### config.mk
export PLATFORM = sky130hd
export DESIGN_NAME = kv_range_block_parser
export DESIGN_NICKNAME = d
export VERILOG_FILES = /design/src/rtl/krbp_pkg.sv /design/src/rtl/kv_range_block_parser.sv /design/src/rtl/krbp_step.sv
export SDC_FILE = /design/constraint.sdc
export NUM_CORES = 1
export LEC_CHECK = 0
export BUFFER_PORTS_ARGS = -buffer_cell sky130_fd_sc_hd__buf_4
export CORE_MARGIN = 8
export CORE_UTILIZATION = 48
export DETAILED_ROUTE_END_ITERATION = 8
export GPL_TIMING_DRIVEN = 0
export PLACE_DENSITY_LB_ADDON = 0.2
export SYNTH_ARGS = -nofsm -noshare
export SYNTH_HDL_FRONTEND = slang
export SYNTH_SLANG_ARGS = --single-unit
### constraint.sdc
create_clock -name clock -period 4.9 [get_ports clock]
set_clock_uncertainty 0.1 [all_clocks]
set_input_delay 0.49 -clock clock [delete_from_list [all_inputs] [get_ports clock]]
set_output_delay 0.49 -clock clock [all_outputs]
set_load 0.03 [all_outputs]
### src/rtl/krbp_pkg.sv
// shared types and codes for the range block parser
package krbp_pkg;

   localparam logic [7:0] PAD_BYTE = 8'hFF;

   localparam logic [2:0] PH_HEADER    = 3'd0;
   localparam logic [2:0] PH_BEGIN_LEN = 3'd1;
   localparam logic [2:0] PH_BEGIN_DAT = 3'd2;
   localparam logic [2:0] PH_KEY_LEN   = 3'd3;
   localparam logic [2:0] PH_KEY_DAT   = 3'd4;
   localparam logic [2:0] PH_VAL_LEN   = 3'd5;
   localparam logic [2:0] PH_VAL_DAT   = 3'd6;
   localparam logic [2:0] PH_PAD       = 3'd7;

   localparam logic [1:0] KIND_BEGIN = 2'd0;
   localparam logic [1:0] KIND_KEY   = 2'd1;
   localparam logic [1:0] KIND_VALUE = 2'd2;
   localparam logic [1:0] KIND_NONE  = 2'd3;

   localparam logic [1:0] ST_OK      = 2'd0;
   localparam logic [1:0] ST_VERSION = 2'd1;
   localparam logic [1:0] ST_CORRUPT = 2'd2;
   localparam logic [1:0] ST_PADDING = 2'd3;

   typedef struct packed {
      logic [2:0]  phase;
      logic [1:0]  prefix_count;
      logic [31:0] length_shift;
      logic [31:0] bytes_remaining;
      logic [1:0]  error_code;
   } krbp_state_type;

   typedef struct packed {
      logic [1:0] kind;
      logic [7:0] data_byte;
      logic       is_empty;
      logic       field_last;
      logic       block_done;
      logic [1:0] status;
   } krbp_result_type;

   localparam krbp_state_type STATE_CLEAR = '{
      phase:           PH_HEADER,
      prefix_count:    2'd0,
      length_shift:    32'd0,
      bytes_remaining: 32'd0,
      error_code:      ST_OK
   };

endpackage

### src/rtl/kv_range_block_parser.sv
// range block parser top level: state registers, result register and skid stage
//
//   channel  dir  handshake               payload
//   req      in   req_tvalid/req_tready   tdata in_byte, tlast in_last
//   rsp      out  rsp_tvalid/rsp_tready   tdata data_byte/field_last/status,
//                                          tuser kind/is_empty, tlast block_done
//   csr      in   csr_valid/csr_ready     csr_data expected_version
//
// one request per cycle while the skid entry is empty; each result is registered
// the parse state updates in the accept cycle, so there is no per-byte loop
// synchronous reset returns to the header phase with version register zero
// a result register plus one skid entry keep requests flowing while rsp stalls
// req_tready drops only while the skid entry is full
module kv_range_block_parser import krbp_pkg::*; (
   input  logic        clock,
   input  logic        reset,
   input  logic        req_tvalid,
   output logic        req_tready,
   input  logic [7:0]  req_tdata,   // [7:0] in_byte
   input  logic        req_tlast,
   output logic        rsp_tvalid,
   input  logic        rsp_tready,
   output logic [15:0] rsp_tdata,   // [7:0] data_byte, [8] field_last, [10:9] status, zero
   output logic [2:0]  rsp_tuser,   // [1:0] kind, [2] is_empty
   output logic        rsp_tlast,
   input  logic        csr_valid,
   output logic        csr_ready,
   input  logic [31:0] csr_data
);

   logic [31:0]     version_ff;
   krbp_state_type  state_ff;
   krbp_state_type  state_in;
   logic            out_valid_ff;
   logic            out_valid_in;
   krbp_result_type out_ff;
   krbp_result_type out_in;
   logic            skid_valid_ff;
   logic            skid_valid_in;
   krbp_result_type skid_ff;
   krbp_result_type skid_in;

   logic            accept;
   logic            step_emit;
   logic            new_valid;
   krbp_result_type step_result;

   assign csr_ready  = 1'b1;
   assign req_tready = !skid_valid_ff;
   assign accept     = req_tvalid && req_tready;

   krbp_step u_step (
      .state            (state_ff),
      .in_byte          (req_tdata),
      .in_last          (req_tlast),
      .expected_version (version_ff),
      .state_next       (state_in),
      .emit             (step_emit),
      .result           (step_result)
   );

   assign new_valid = accept && step_emit;

   always_comb begin
      out_valid_in  = out_valid_ff;
      out_in        = out_ff;
      skid_valid_in = skid_valid_ff;
      skid_in       = skid_ff;
      if (!out_valid_ff || rsp_tready) begin
         if (skid_valid_ff) begin
            out_valid_in  = 1'b1;
            out_in        = skid_ff;
            skid_valid_in = 1'b0;
         end else begin
            out_valid_in = new_valid;
            out_in       = step_result;
         end
      end else if (new_valid) begin
         skid_valid_in = 1'b1;
         skid_in       = step_result;
      end
   end

   always_ff @(posedge clock) begin
      if (reset) begin
         version_ff    <= 32'd0;
         state_ff      <= STATE_CLEAR;
         out_valid_ff  <= 1'b0;
         skid_valid_ff <= 1'b0;
      end else begin
         if (csr_valid) begin
            version_ff <= csr_data;
         end
         if (accept) begin
            state_ff <= state_in;
         end
         out_valid_ff  <= out_valid_in;
         skid_valid_ff <= skid_valid_in;
      end
   end

   always_ff @(posedge clock) begin
      out_ff  <= out_in;
      skid_ff <= skid_in;
   end

   assign rsp_tvalid = out_valid_ff;
   assign rsp_tdata  = {5'd0, out_ff.status, out_ff.field_last, out_ff.data_byte};
   assign rsp_tuser  = {out_ff.is_empty, out_ff.kind};
   assign rsp_tlast  = out_ff.block_done;

   a_skid_behind_out: assert property (@(posedge clock) disable iff (reset)
      skid_valid_ff |-> out_valid_ff)
      else $error("skid entry held while result register empty");

   a_rearm_after_last: assert property (@(posedge clock) disable iff (reset)
      (accept && req_tlast) |=> (state_ff.phase == PH_HEADER && state_ff.error_code == ST_OK))
      else $error("parser not rearmed after block end");

   a_no_data_after_error: assert property (@(posedge clock) disable iff (reset)
      (accept && !req_tlast && state_ff.error_code != ST_OK) |-> !step_emit)
      else $error("data emitted after sticky error");

   a_status_only_on_done: assert property (@(posedge clock) disable iff (reset)
      (new_valid && !step_result.block_done) |-> (step_result.status == ST_OK))
      else $error("status set on a result without block end");

endmodule

### src/rtl/krbp_step.sv
// next-state and result logic for one block byte
module krbp_step import krbp_pkg::*; (
   input  krbp_state_type  state,
   input  logic [7:0]      in_byte,
   input  logic            in_last,
   input  logic [31:0]     expected_version,
   output krbp_state_type  state_next,
   output logic            emit,
   output krbp_result_type result
);

   logic [31:0] shifted_len;
   logic [31:0] header_word;
   logic [31:0] remaining_dec;
   logic [1:0]  len_kind;
   logic        do_len;
   logic        at_end;
   logic        data_emit;
   krbp_state_type upd;

   assign shifted_len   = {state.length_shift[23:0], in_byte};
   assign header_word   = state.length_shift | ({24'd0, in_byte} << {state.prefix_count, 3'b000});
   assign remaining_dec = state.bytes_remaining - 32'd1;

   always_comb begin
      upd       = state;
      data_emit = 1'b0;
      do_len    = 1'b0;
      result    = '{kind: KIND_NONE, data_byte: 8'd0, is_empty: 1'b0, field_last: 1'b0,
                    block_done: 1'b0, status: ST_OK};
      case (state.phase)
         PH_BEGIN_LEN: len_kind = KIND_BEGIN;
         PH_KEY_LEN:   len_kind = KIND_KEY;
         default:      len_kind = KIND_VALUE;
      endcase

      if (state.error_code == ST_OK) begin
         case (state.phase)
            PH_HEADER: begin
               if (state.prefix_count == 2'd3) begin
                  upd.prefix_count = 2'd0;
                  upd.length_shift = 32'd0;
                  if (header_word != expected_version) begin
                     upd.error_code = ST_VERSION;
                  end else begin
                     upd.phase = PH_BEGIN_LEN;
                  end
               end else begin
                  upd.length_shift = header_word;
                  upd.prefix_count = state.prefix_count + 2'd1;
               end
            end
            PH_KEY_LEN, PH_VAL_LEN: begin
               if (state.prefix_count == 2'd0 && in_byte == PAD_BYTE) begin
                  upd.phase = PH_PAD;
               end else begin
                  do_len = 1'b1;
               end
            end
            PH_BEGIN_LEN: begin
               do_len = 1'b1;
            end
            PH_BEGIN_DAT, PH_KEY_DAT, PH_VAL_DAT: begin
               data_emit            = 1'b1;
               result.kind          = (state.phase == PH_BEGIN_DAT) ? KIND_BEGIN :
                                      (state.phase == PH_KEY_DAT) ? KIND_KEY : KIND_VALUE;
               result.data_byte     = in_byte;
               upd.bytes_remaining  = remaining_dec;
               if (remaining_dec == 32'd0) begin
                  result.field_last = 1'b1;
                  upd.phase = (state.phase == PH_KEY_DAT) ? PH_VAL_LEN : PH_KEY_LEN;
               end
            end
            default: begin
               if (in_byte != PAD_BYTE) begin
                  upd.error_code = ST_PADDING;
               end
            end
         endcase

         if (do_len) begin
            if (state.prefix_count == 2'd3) begin
               upd.prefix_count    = 2'd0;
               upd.bytes_remaining = shifted_len;
               upd.length_shift    = 32'd0;
               if (shifted_len == 32'd0) begin
                  data_emit         = 1'b1;
                  result.kind       = len_kind;
                  result.is_empty   = 1'b1;
                  result.field_last = 1'b1;
                  upd.phase = (len_kind == KIND_KEY) ? PH_VAL_LEN : PH_KEY_LEN;
               end else begin
                  upd.phase = (len_kind == KIND_BEGIN) ? PH_BEGIN_DAT :
                              (len_kind == KIND_KEY) ? PH_KEY_DAT : PH_VAL_DAT;
               end
            end else begin
               upd.length_shift = shifted_len;
               upd.prefix_count = state.prefix_count + 2'd1;
            end
         end
      end

      at_end = (upd.phase == PH_PAD) ||
               ((upd.phase inside {PH_KEY_LEN, PH_VAL_LEN}) && upd.prefix_count == 2'd0);

      if (in_last) begin
         if (upd.error_code == ST_OK && !at_end) begin
            upd.error_code = ST_CORRUPT;
         end
         if (upd.error_code != ST_OK) begin
            result.kind       = KIND_NONE;
            result.data_byte  = 8'd0;
            result.is_empty   = 1'b0;
            result.field_last = 1'b0;
         end
         result.block_done = 1'b1;
         result.status     = upd.error_code;
         emit              = 1'b1;
         state_next        = STATE_CLEAR;
      end else begin
         emit       = data_emit && (upd.error_code == ST_OK);
         state_next = upd;
      end
   end

endmodule

==> results.sh, run 1 <==
export IMPL_cts_tree="done"
export IMPL_die_w_um=148
export IMPL_insertion_delay_ns=0.44
export IMPL_power_leakage_uw=0.00375
export IMPL_regToRegSetupSlack_ns=0.62
export IMPL_critPathRequiredTime_ns=4.94
export IMPL_crit_path_top_delay_cell="a2111oi_0"
export IMPL_synth_most_common_cell="nor2_1"
export IMPL_antenna_cells=0
export IMPL_ant_nets=0
export IMPL_syn_area_per_cell_um2=8.13
export IMPL_layout_nets=1167
export IMPL_row_count=48
export IMPL_slew_viol_final=0
export IMPL_use_met2=0.387
export IMPL_hold_path_class="in -> reg"
export IMPL_clock_fmax_mhz=233
export IMPL_gp_congestion=0.928
export IMPL_yosysSeqAreaShare=0.358
export IMPL_cts_buffers=17
export IMPL_areaGrowthSynthToFinish_pct=16.4
export IMPL_fin_crit_sh=0.874
export IMPL_syn_area_um2=8400
export IMPL_cpPeakStageDelay_ns=0.66
export IMPL_dr_total_vias=8638
export IMPL_cp_arrival_ns=4.32
export IMPL_path_cells="clkbuf_1 -> clkbuf_1 -> a31oi_1 -> xnor2_1 -> a2111oi_0 -> and4_2 -> and2_1 -> o211a_1 -> a21oi_1 -> nor3_2 -> buf_6"
export IMPL_hold_violations=0
export IMPL_synth_top_cell_area_share=0.250
export IMPL_rsz0062_at_grt="no"
export IMPL_setup_viol=0
export IMPL_clock_power_share=0.475
export IMPL_power_density_nw_per_um2=286
export IMPL_met3_usage=0.0553
export IMPL_top_usage_layer="met2"
export IMPL_routed_wl_mm=27.5
export IMPL_coreArea_um2=17200
export IMPL_drive_above_1_share=0.143
export IMPL_start_kind="flop"
export IMPL_max_slew_margin_rel=0.0378
export IMPL_cts_resized_gates=0
export IMPL_crit_path_frequent_cell="clkbuf_1"
export IMPL_die_y_um=148
export IMPL_floorplan_initialDensity=0.489
export IMPL_cts_max_path_buffers=2
export IMPL_grt_pass1_vias=8172
export IMPL_hpwlAfterDp_mm=20.1
export IMPL_clock_root_buffer="clkbuf_16"
export IMPL_synth_seq_cells=135
export IMPL_grt_pass1_wl_mm=44.0
export IMPL_cp_end_kind="flop"
export IMPL_fin_ws_ns=0.616
export IMPL_worstPathMaxFanout=13
export IMPL_cts_htree_levels=4
export IMPL_grtUsageMet1=0.327
export IMPL_track_usage=0.250
export IMPL_synth_area_top_cells="dfxtp_1, edfxtp_1, nor2_1, a22oi_1, o21ai_0"
export IMPL_numPortBuffers=60
export IMPL_cap_violations=0
export IMPL_cts_setup_buffers=0
export IMPL_critPathKind="reg -> reg"
export IMPL_yosys_top_cells_count="nor2_1, dfxtp_1, nand2_1"
export IMPL_p_sw_frac=0.261
export IMPL_holdCritStartpoint="csr_data[0]"
export IMPL_wire_per_inst_um=20.3
export IMPL_power_switching_uw=730
export IMPL_combPwrFrac=0.100
export IMPL_drcViolationCount=0
export IMPL_r2r_end="skid_ff[7]"
export IMPL_r2r_start="state_ff[66]"
export IMPL_hold_end="version_ff[0]"
export IMPL_finalCriticalPeriod_ns=4.28
export IMPL_drt_iter0_markers=1119
export IMPL_antenna_found_initial=0
export IMPL_synth_edf_count=30
export IMPL_ios=69
export IMPL_synth_main_ff_cell="dfxtp_1"
export IMPL_yosys_warnings=0
export IMPL_dp_slack_ns=0.736
export IMPL_cts_clk_slew_worst_paths_ns=0.06
export IMPL_power_internal_uw=2070
export IMPL_worstMarginPinSlew_ns=1.43
export IMPL_async_flop_share=0
export IMPL_final_area_um2=9770
export IMPL_placed_area_um2=9160
export IMPL_clock_sinks=135
export IMPL_synthCells=1033
export IMPL_via_per_inst=6.37
export IMPL_reg2reg_depth=11
export IMPL_pwr_share_seq=0.425
export IMPL_yosysTopAreaCell="dfxtp_1"
export IMPL_whs_path_depth=3
export IMPL_fp_dieArea_um2=22000
export IMPL_ys_types=83
export IMPL_grt_overflow=0
export IMPL_fillers=1626
export IMPL_dr_pass1_iters=6
export IMPL_hold_buffers=0
export IMPL_vdd_drop_max_mv=0.260
export IMPL_grt_max_degree=19
export IMPL_outcome="finished, final reports clean"
export IMPL_finalPower_uw=2800
power groups by stage:
stage               sequential (µW)  clock (µW)  combinational [µW]
detailed placement             1210           0                 272
floorplan                      1210           0                 163
finish                         1190        1330                 279
CTS                            1190        1330                 273
global placement               1210           0                 268
global route                   1190        1390                 301
logic make-up (layout without fill, tap and decap cells):
kind of cell / after synthesis / count (layout) / synth area share
adder cells (fa/ha/maj): 4 / 4 / 0.00596
XOR/XNOR: 15 / 15 / 0.0156
buffers and inverters: 100 / 193 / 0.0602
flip-flops: 135 / 135 / 0.358
other: 2 / 6 / 0.000894
multiplexers: 33 / 33 / 0.0393
AO/OA/AOI/OAI: 310 / 310 / 0.254
AND/OR/NAND/NOR: 434 / 434 / 0.267
metal layers:
layer | share of wire | routed length (µm)
met5 | 0 | 0
met3 | 0.086 | 2380
met2 | 0.45 | 12300
met1 | 0.43 | 11900
met4 | 0.035 | 963
worst max-delay path by stage:
stage | endpoint | from | cells past startpoint
after CTS | rsp_tdata[3] | state_ff[3] | 14
after global placement | skid_ff[12] | state_ff[66] | 10
after global routing | state_ff[53] | state_ff[66] | 12
after floorplan | skid_ff[0] | state_ff[66] | 10
final | skid_ff[7] | state_ff[66] | 11
after detailed placement | rsp_tdata[3] | state_ff[3] | 14
registers in the layout, summed over array words and instances, names as in the netlist:
name	flops
skid_valid_ff	1
skid_ff	15
rsp_tlast	1
rsp_tdata	11
state_ff	71
version_ff	32
rsp_tvalid	1
rsp_tuser	3
per-stage QoR:
| step | instances | hold WS, ns | utilization | TNS [ns] |
|---|---|---|---|---|
| after global placement | 1322 | 0.390 | 0.532 | -3.83 |
| after CTS | 1355 | 0.180 | 0.569 | 0 |
| final | 1355 | 0.185 | 0.569 | 0 |
| after detailed placement | 1323 | 0.400 | 0.533 | 0 |
| after floorplan | 1037 | 0.371 | - | 0 |
| after global routing | 1355 | 0.184 | 0.569 | 0 |
worst max-delay path, delay by kind of cell, from the launching register on:
family,cells,cell delay [ns]
buffers and inverters,3,1.10
xor gates and xnor gates,1,0.18
AOI/OAI and AO/OA,4,1.22
DFF,1,0.49
and+or+nand+nor,3,0.88
cell usage in the layout (no fill, tap or decap), drive strengths merged, types with 5 or more instances in the layout:
cell / count
edfxtp: 30
or4: 7
o22ai: 6
nand3b: 15
o21ai: 83
a31o: 11
nand3: 13
o31ai: 9
nor2: 147
nor4: 24
or2: 13
and2: 33
inv: 15
mux2i: 33
a221oi: 12
nand2: 95
conb: 6
a32o: 10
a2111oi: 10
a21oi: 46
nor3b: 17
a21o: 9
or3: 14
nor2b: 6
clkbuf: 82
xnor2: 12
a211o: 5
a31oi: 20
nor3: 16
dfxtp: 105
a22oi: 56
nand4: 15
buf: 86
final cells by class:
class	instances	area, µm²	share of cell area
inverters	12	45.0	0.00461
multi-input cells	802	4910	0.502
clock buffers	21	508	0.0520
plain buffers	88	460	0.0471
repair buffers	61	462	0.0472
well taps	225	282	0.0288
flip-flops and latches	135	3000	0.307
clock inverters	11	106	0.0109
Power figures use the tool's default switching activity.
==> run 2: changes to the inputs <==
- SYNTH_HIERARCHICAL: unset -> 1
==> run 2 against run 1 <==
  * Design area up 11%
  * First-iteration DRC count rose by 9.5%
  * Core utilization is 0.90 points lower
  * Largest cell class unchanged
  * Hold slack worse by 0.040 ns
  * Sequential cell count stayed put
  * Synthesized area is 13% higher
  * Routed wire length is 20% higher
  * Global-route usage up 1.8 points
  * Power grew 2.7%
  * Setup slack got worse by 0.27 ns
==> results.sh, run 2 <==
export IMPL_synth_area_top_cells="dfxtp_1, edfxtp_1, nand2_1, a21oi_2, nand2_2"
export IMPL_clock_sinks=135
export IMPL_outcome="finished, final reports clean"
export IMPL_dr_total_vias=9732
export IMPL_yosys_warnings=6
export IMPL_fillers=1880
export IMPL_dp_cells=1530
export IMPL_cts_clk_slew_worst_paths_ns=0.06
export IMPL_r2r_end="rsp_tuser[1]"
export IMPL_reg_top3="state_ff (71), version_ff (32), skid_ff (15)"
export IMPL_wl_met2_mm=14.4
export IMPL_grt_overflow=0
export IMPL_reg2reg_depth=13
export IMPL_numPortBuffers=56
export IMPL_hpwlAfterDp_mm=23.6
export IMPL_clock_fmax_mhz=219
export IMPL_wire_per_inst_um=21.1
export IMPL_start_kind="flop"
export IMPL_r2r_start="state_ff[66]"
export IMPL_layout_area_seq_um2=3000
export IMPL_antenna_found_initial=0
export IMPL_drt_iter0_markers=1225
export IMPL_max_slew_margin_rel=0.309
export IMPL_cts_setup_buffers=0
export IMPL_synth_main_ff_cell="dfxtp_1"
export IMPL_drt_met1_wl_mm=13.9
export IMPL_critPathRequiredTime_ns=4.98
export IMPL_drcViolationCount=0
export IMPL_synth_most_common_cell="nand2_1"
export IMPL_areaGrowthSynthToFinish_pct=14.9
export IMPL_synth_seq_cells=135
export IMPL_path_cells="clkbuf_1 -> clkbuf_2 -> inv_1 -> ha_1 -> inv_1 -> nor3_1 -> maj3_1 -> nor2_1 -> clkbuf_1 -> nand2_1 -> o22ai_1 -> nand3b_1 -> mux2_2"
export IMPL_top_register="state_ff"
export IMPL_multi_input_area_um2=5820
export IMPL_holdWs_ns=0.145
export IMPL_hold_path_class="in -> reg"
export IMPL_syn_area_per_cell_um2=7.86
export IMPL_fp_dieArea_um2=24500
export IMPL_fin_crit_sh=0.930
export IMPL_die_y_um=156
export IMPL_ios=69
export IMPL_holdCritStartpoint="req_tlast"
export IMPL_coreArea_um2=19400
export IMPL_clock_root_buffer="clkbuf_16"
export IMPL_antenna_cells=0
export IMPL_row_count=51
export IMPL_drive_above_1_share=0.235
export IMPL_stdcell_count=1562
export IMPL_dr_wl_met3_mm=3.58
export IMPL_finish_utilization=0.560
export IMPL_yosysTopAreaCell="dfxtp_1"
export IMPL_final_common_cell="nand2_1"
export IMPL_crit_path_top_delay_cell="nor2_1"
export IMPL_layout_nets=1334
export IMPL_whs_path_depth=1
export IMPL_ant_nets=0
export IMPL_yosysSeqAreaShare=0.318
export IMPL_track_usage=0.269
export IMPL_async_flop_share=0
export IMPL_cpPeakStageDelay_ns=0.63
export IMPL_grt_pass1_vias=8973
export IMPL_vdd_drop_max_mv=0.227
export IMPL_insertion_delay_ns=0.43
export IMPL_dp_slack_ns=0.213
export IMPL_final_area_um2=10900
export IMPL_hold_violations=0
export IMPL_routed_wl_mm=33.0
export IMPL_topRoutingLayerUsed="met4"
export IMPL_largest_reg_flops=71
export IMPL_dr_pass1_iters=7
export IMPL_synth_top_cell_area_share=0.222
export IMPL_cp_end_kind="flop"
export IMPL_worstPathMaxFanout=10
export IMPL_synth_edf_count=30
export IMPL_hold_end="skid_ff[2]"
export IMPL_final_cell_mix="nand2_1, nor2_1, dfxtp_1"
export IMPL_ys_types=82
export IMPL_cp_arrival_ns=4.63
export IMPL_cts_htree_levels=4
export IMPL_cts_tree="done"
export IMPL_grt_max_degree=19
export IMPL_die_w_um=156
export IMPL_gp_congestion=0.994
export IMPL_syn_area_um2=9460
export IMPL_placed_area_um2=10200
export IMPL_setup_viol=0
export IMPL_critPathKind="reg -> reg"
export IMPL_regToRegSetupSlack_ns=0.34
export IMPL_cts_buffers=17
export IMPL_power_density_nw_per_um2=265
export IMPL_floorplan_initialDensity=0.488
export IMPL_fin_ws_ns=0.341
export IMPL_synthCells=1204
export IMPL_cts_max_path_buffers=2
export IMPL_finalCriticalPeriod_ns=4.56
export IMPL_slew_viol_final=0
export IMPL_yosys_top_cells_count="nand2_1, nor2_1, dfxtp_1"
export IMPL_rsz0062_at_grt="no"
export IMPL_worstMarginPinSlew_ns=1.03
export IMPL_grt_pass1_wl_mm=51.2
export IMPL_cap_violations=0
export IMPL_power_leakage_uw=0.00390
export IMPL_via_per_inst=6.23
[run 2: changes by cell type in the layout (fill, tap and decap cells not counted), sizes merged, moves of 13 or more]
cell,previous run,this run
nor3,16,31
nor2,147,113
nor3b,17,2
o211ai,3,20
and2,33,16
buf,86,99
o21ai,83,48
a22oi,56,24
a21oi,46,150
mux2,0,15
nand2,95,247
[run 2: metrics by stage]
step                total power [µW]  setup TNS, ns
detailed placement              1520              0
global route                    2950              0
finish                          2880              0
global placement                1520         -10.24
CTS                             2880              0
floorplan                       1410              0
[run 2: timing repair]
item | 4_1_cts | 5_1_grt
gates resized for setup | 0 | 5
endpoints found under the setup margin | 0 | 19
hold buffers | 0 | 0
[run 2: final cells by class]
class | count | area share
Clock inverter | 14 | 0.0173
Sequential cell | 135 | 0.276
Inverter | 19 | 0.00656
Clock buffer | 18 | 0.0395
Tap cell | 265 | 0.0305
Buffer | 102 | 0.0544
Multi-Input combinational cell | 952 | 0.536
Timing Repair Buffer | 57 | 0.0397
[run 2: cells by family (layout without fill, tap and decap cells)]
group                      count (synthesis)  count (layout)  share of synthesized area
muxes                                     49              49                     0.0538
xor gates and xnor gates                  22              22                     0.0204
and+or+nand+nor                          539             539                      0.287
AOI/OAI and AO/OA                        331             331                      0.244
adders and majority gates                  5               5                    0.00635
buffers and inverters                    121             210                     0.0697
DFF                                      135             135                      0.318
other                                      2               6                   0.000794
[run 2: power breakdown]
group	internal (µW)	total, µW	switching [µW]	leakage [µW]
registers	1160	1190	32.4	0.00115
logic	121	312	191	0.00246
clock network	815	1370	556	0.000292
total	2100	2880	779	0.00390
[run 2: how the worst max path moves through the flow]
stage                            start      endpoint  slack [ns]  cells past startpoint
after floorplan           state_ff[66]    skid_ff[0]        0.58                     14
after global placement    state_ff[66]    skid_ff[2]       -0.68                     14
after detailed placement  state_ff[66]  rsp_tdata[1]        0.21                     15
after CTS                 state_ff[66]  rsp_tdata[1]        0.19                     15
after global routing      state_ff[66]    skid_ff[4]        0.18                     15
final                     state_ff[66]  rsp_tuser[1]        0.34                     13
[run 2: worst max-delay path, delay by kind of cell (launching register included)]
kind / cells / cell delay, ns
AO/OA/AOI/OAI: 1 / 0.21
adder cells (fa/ha/maj): 2 / 0.66
buffers and inverters: 5 / 1.50
flip-flops: 1 / 0.42
multiplexers: 1 / 0.31
AND/OR/NAND/NOR: 4 / 1.10
[run 2: metal layers]
metal,global-route usage,up-vias
li1,-,4467
met1,0.362,4543
met2,0.410,641
met3,0.0582,81
met4,0.108,0
met5,0,-
